===== config.mk =====
export PLATFORM = sky130hd
export DESIGN_NAME = csi_cell
export DESIGN_NICKNAME = d
export VERILOG_FILES = /design/src/circle_segment_intersection_defines.svh /design/src/csi_pkg.sv /design/src/csi_cell.sv
export SDC_FILE = /design/constraint.sdc
export NUM_CORES = 2
export LEC_CHECK = 0
export BUFFER_PORTS_ARGS = -buffer_cell sky130_fd_sc_hd__buf_4
export CAP_MARGIN = 20
export CORE_UTILIZATION = 25
export CTS_BUF_LIST = sky130_fd_sc_hd__clkbuf_4
export DETAILED_ROUTE_END_ITERATION = 16
export GPL_TIMING_DRIVEN = 0
export SYNTH_ARGS = -nofsm -noshare
export SYNTH_HDL_FRONTEND = slang
export SYNTH_SLANG_ARGS = --single-unit

===== constraint.sdc =====
create_clock -name clk -period 5.7 [get_ports clk]
set_input_delay 1.14 -clock clk [delete_from_list [all_inputs] [get_ports clk]]
set_output_delay 1.14 -clock clk [all_outputs]
set_load 0.02 [all_outputs]

===== src/circle_segment_intersection_defines.svh =====
// assertion macros for circle_segment_intersection
`ifndef CIRCLE_SEGMENT_INTERSECTION_DEFINES_SVH
`define CIRCLE_SEGMENT_INTERSECTION_DEFINES_SVH

`ifndef NO_ASSERTIONS
`define CSI_ASSERT(lbl, prop, msg) \
  lbl: assert property (@(posedge clk) disable iff (!rst_n) prop) else $error(msg);
`define CSI_ASSERT_ALWAYS(lbl, prop, msg) \
  lbl: assert property (@(posedge clk) prop) else $error(msg);
`else
`define CSI_ASSERT(lbl, prop, msg)
`define CSI_ASSERT_ALWAYS(lbl, prop, msg)
`endif

`endif


===== src/csi_pkg.sv =====
package csi_pkg;

  localparam int COORD_WIDTH = 32;
  localparam int FRAC_BITS   = 16;

  localparam int RW = COORD_WIDTH - 1;
  localparam int DW = COORD_WIDTH + 1;
  localparam int PW = 2 * DW;
  localparam int SW = PW + 1;
  localparam int UW = PW;
  localparam int HW = UW / 2;
  localparam int MW = 2 * UW;
  localparam int KW = FRAC_BITS + 1;
  localparam int FW = SW + 2 * KW + 2;

  localparam logic [KW-1:0] ONE = KW'(1) << FRAC_BITS;

  typedef struct packed {
    logic empty;
    logic full;
    logic lo_en;
    logic hi_one;
    logic hi_zero;
  } csi_flags_t;

  typedef struct packed {
    logic signed [SW-1:0] a;
    logic signed [SW-1:0] b;
    logic signed [SW-1:0] c;
    logic                 deg;
    logic                 f1pos;
    logic                 f1nn;
    logic                 g1neg;
    logic                 g1nn;
  } csi_geo_t;

  typedef struct packed {
    logic                 first;
    csi_flags_t           flags;
    logic [KW-1:0]        lo_k;
    logic                 lo_top;
    logic signed [FW-1:0] lo_f;
    logic signed [FW-1:0] lo_h;
    logic [KW-1:0]        hi_k;
    logic                 hi_top;
    logic signed [FW-1:0] hi_f;
    logic signed [FW-1:0] hi_h;
    logic signed [FW-1:0] u;
  } csi_cell_t;

endpackage


===== src/csi_cell.sv =====
module csi_cell (
  input  logic               clk,
  input  logic               rst_n,
  input  logic               en,
  input  logic               vld_i,
  input  csi_pkg::csi_cell_t dat_i,
  output logic               vld_o,
  output csi_pkg::csi_cell_t dat_o
);
  import csi_pkg::*;

  logic signed [FW-1:0] fc_lo, hg_lo, fc_hi, hg_hi, u2;
  logic                 take_lo, take_hi;
  logic signed [FW-1:0] h_lo_sel, h_hi_sel;
  csi_cell_t            dat_nxt;

  assign u2    = $signed(dat_i.u) <<< 1;
  assign fc_lo = $signed(dat_i.lo_f) + $signed(dat_i.lo_h) + $signed(dat_i.u);
  assign hg_lo = $signed(dat_i.lo_h) + u2;
  assign fc_hi = $signed(dat_i.hi_f) + $signed(dat_i.hi_h) + $signed(dat_i.u);
  assign hg_hi = $signed(dat_i.hi_h) + u2;

  assign take_lo = !dat_i.lo_top && !fc_lo[FW-1] && (hg_lo[FW-1] || (hg_lo == '0));
  assign take_hi = !dat_i.hi_top && !(!fc_hi[FW-1] && !hg_hi[FW-1]);

  assign h_lo_sel = take_lo ? hg_lo : $signed(dat_i.lo_h);
  assign h_hi_sel = take_hi ? hg_hi : $signed(dat_i.hi_h);

  always_comb begin
    dat_nxt        = dat_i;
    dat_nxt.first  = 1'b0;
    dat_nxt.lo_k   = {dat_i.lo_k[KW-2:0], take_lo};
    dat_nxt.lo_top = dat_i.lo_top | (take_lo & dat_i.first);
    dat_nxt.lo_f   = take_lo ? fc_lo : dat_i.lo_f;
    dat_nxt.lo_h   = h_lo_sel >>> 1;
    dat_nxt.hi_k   = {dat_i.hi_k[KW-2:0], take_hi};
    dat_nxt.hi_top = dat_i.hi_top | (take_hi & dat_i.first);
    dat_nxt.hi_f   = take_hi ? fc_hi : dat_i.hi_f;
    dat_nxt.hi_h   = h_hi_sel >>> 1;
    dat_nxt.u      = $signed(dat_i.u) >>> 2;
  end

  always_ff @(posedge clk) begin
    if (!rst_n) begin
      vld_o <= 1'b0;
    end else if (en) begin
      vld_o <= vld_i;
    end
  end

  always_ff @(posedge clk) begin
    if (en) begin
      dat_o <= dat_nxt;
    end
  end
endmodule


==> impl_metrics.json <==
{
  "ant_nets": 0,
  "nNetsFinal": 7874,
  "ys.flop_type": "edfxtp_1",
  "initial_core_util_pct": 25.1,
  "violations": "negative setup slack",
  "vias": 51237,
  "syn_to_final_growth_pct": 31.7,
  "slowest_stage": "dlygate4sd3_1",
  "core-area_um2": 207000,
  "finClkSkew_ns": 0,
  "hold-path-cell-count": 1,
  "crit_path_cell_trace": "dlygate4sd3_1, buf_4, fa_1, ha_1, clkbuf_1, a21oi_1, o21ai_1, nor2_1, o21ai_0, a211oi_1, a31oi_1, buf_4, a31oi_1, o311ai_2, o211ai_1, buf_4, o41ai_4, a21oi_2, o21ai_0, xor2_1, mux2_2",
  "period_minus_slack_ns": 5.89,
  "yosys_warnings": 0,
  "grt-ovfl-total": 0,
  "place_congestion": 1.00,
  "timing.final.hold_violations": 0,
  "final_max_slew_viol_count": 0,
  "firstDrtPassIters": 8,
  "hold_class": "in -> reg",
  "drv_cap": 0,
  "path_buf_inv": 5,
  "worstMarginPinSlew_ns": 1.14,
  "grt_pass1_vias": 50100,
  "grt.total_usage_pct": 26.5,
  "cts_buffers": 178,
  "finalSetupViolCount": 130,
  "grt_most_used_layer": "met2",
  "fp.dieH_um": 458,
  "synth_edf_count": 552,
  "seq_area_um2": 16600,
  "hpwlAfterDp_um": 241000,
  "status": "finished with violations",
  "io_pins": 1119,
  "pwr-share-seq_pct": 27.1,
  "first_iter_violations": 4832,
  "root_buffer": "clkbuf_4",
  "synthesis.area_um2": 52000,
  "min_period_over_period_pct": 103,
  "ys_seq_area_share_pct": 31.9,
  "crit_path_max_fanout": 7,
  "crit_family": "compound AO/OA/AOI/OAI gates",
  "start_kind": "input port",
  "fin_cells": 9599,
  "p_total_uw": 20400,
  "cpPeakStageDelay_ns": 0.60,
  "place_inst": 9133,
  "pwr-share-comb_pct": 51.2,
  "drive_gt1_share_pct": 27.8,
  "hold_start": "dat_i[50]",
  "ys_types": 95,
  "ys_seq_elements": 553,
  "final_util_pct": 33.1,
  "dp_slack_ns": -3.52,
  "use_met3_pct": 5.68,
  "async_flop_share_pct": 0,
  "final_cell_mix": "buf_4 (1158), edfxtp_1 (552), a21oi_1 (526)",
  "yosysTopAreaCellShare_pct": 31.9,
  "r2r-start": "vld_o",
  "p_switching_uw": 8970,
  "mostFrequentLayoutCell": "buf_4",
  "dieWidth_um": 458,
  "critical_path_arrival_ns": 6.92,
  "p_per_area_nw_per_um2": 298,
  "end_kind": "flip-flop",
  "antenna_found_initial": 89,
  "syn_nets": 6475,
  "insertion_delay_ns": 1.25,
  "cp_common_cell": "buf_4",
  "drt_wl_total_um": 288000,
  "drc_errors": 0,
  "timing.rr.end": "vld_o",
  "reg2reg_depth": 2,
  "hold_path_end": "dat_o[48]",
  "critical_path_class": "in -> reg",
  "p_int_uw": 11400,
  "synthCells": 5302,
  "global_route.usage.met1_pct": 32.0,
  "grt_pass1_wl_um": 391000,
  "grt.met2_usage_pct": 43.4,
  "drt-wirelength-per-cell_um": 30.1,
  "switching_share_pct": 44.0,
  "htree_levels": 4,
  "grt_max_degree": 112,
  "synth_area_leaders": "edfxtp_1 (32%), ha_1 (9.7%), fa_1 (8.0%)",
  "fp-row-count": 167,
  "tns_ns": -5.33,
  "syn_avg_cell_area_um2": 9.81,
  "io_buffers": 1115,
  "r2r_slack_ns": 5.10,
  "vias_per_cell": 5.34,
  "cts_tree": "built",
  "p_clk_share_pct": 21.7,
  "cp.required_ns": 6.73,
  "clkSlewWorstSetupHoldPaths_ns": 0.06,
  "slew_headroom_pct": 23.3,
  "fillers": 21533,
  "peakVddDrop_uv": 183,
  "clk_path_buf_depth": 3,
  "fmax_mhz": 170,
  "cts_sinks": 553,
  "leakagePower_uw": 0.0278,
  "synth_top_area_cell": "edfxtp_1",
  "setup_slack_ns": -0.194,
  "dieArea_um2": 210000,
  "multi_input_area_um2": 34600
}
## layer usage
| metal | up-vias | wire [um] |
|---|---|---|
| met3 | 569 | 19900 |
| met5 | - | 58 |
| met2 | 2230 | 135000 |
| li1 | 23004 | - |
| met1 | 25426 | 116000 |
| met4 | 8 | 17300 |
## worst register-to-register path: cells and delay by family (launching register included)
kind,cells,cell delay [ns]
flip-flops,1,0.31
multiplexers,1,0.13
AND/OR/NAND/NOR,1,0.06
## through the flow
stage | cell area (um^2) | hold WS (ns)
finish | 68500 | 0.156
global placement | 63800 | 0.503
global route | 68400 | 0.0340
floorplan | 52100 | 0.589
CTS | 67800 | 0.000832
detailed placement | 64100 | 0.526
## synth_stat cells (all sizes together) (34+ instances only)
master  count
nand2b     34
xor2      148
and3       35
or3        40
a21o      207
nand4     146
o21bai     94
inv       139
buf        61
o211ai     56
a21oi     556
xnor2     231
ha        404
a31oi      47
nor2b      36
nor2      292
edfxtp    552
nor3       80
mux2      365
a211oi     34
nand3      85
o21ai     364
o21a       64
clkbuf    200
fa        208
nand2     411
## flip-flops by register name (all words and copies together) (netlist names)
| signal | count |
|---|---|
| dat_o | 552 |
| vld_o | 1 |
## worst max-delay path by stage
stage / startpoint / end / slack (ns) / depth (start not counted)
2_1_floorplan: dat_i[0] / dat_o[406] / -0.005 / 21
5_1_grt: dat_i[0] / dat_o[299] / -0.01 / 24
4_1_cts: dat_i[1] / dat_o[307] / -0.04 / 21
3_5_place_dp: dat_i[2] / dat_o[204] / -3.52 / 20
3_3_place_gp: dat_i[4] / dat_o[202] / -5.33 / 19
6_report: dat_i[244] / dat_o[307] / -0.19 / 21
## cell type report
class | instances | area share [%]
clock inverter | 84 | 0.746
sequential | 553 | 24.2
inverter | 139 | 0.769
multi-input combinational | 4349 | 50.5
antenna | 48 | 0.175
clock buffer | 242 | 2.65
tap | 2704 | 4.94
buffer | 238 | 1.79
timing repair buffer | 1242 | 14.2
## timing repair
item	in CTS	in global routing
resized for setup	111	106
setup buffers	15	19
setup endpoints to repair	412	349
hold buffers	80	0
pin swaps	16	26
endpoints found under the hold margin	78	0
cloned	1	0
## power by group through the flow
stage / combinational (uW) / clock [uW] / sequential, uW
finish: 10400 / 4430 / 5530
global route: 11100 / 4790 / 5570
CTS: 10200 / 4620 / 5530
detailed placement: 9960 / 0 / 5600
global placement: 9910 / 0 / 5630
floorplan: 5060 / 0 / 6310
## kinds of logic after synthesis
family	count (synthesis)	synth area share, %
AOI/OAI and AO/OA	1673	20.3
xor gates and xnor gates	379	6.38
adders and majority gates	612	17.7
buffers and inverters	400	3.28
DFF	553	31.9
muxes	384	8.27
other	1	0.00721
and+or+nand+nor	1300	12.1
(Power assumes the default switching activity.)
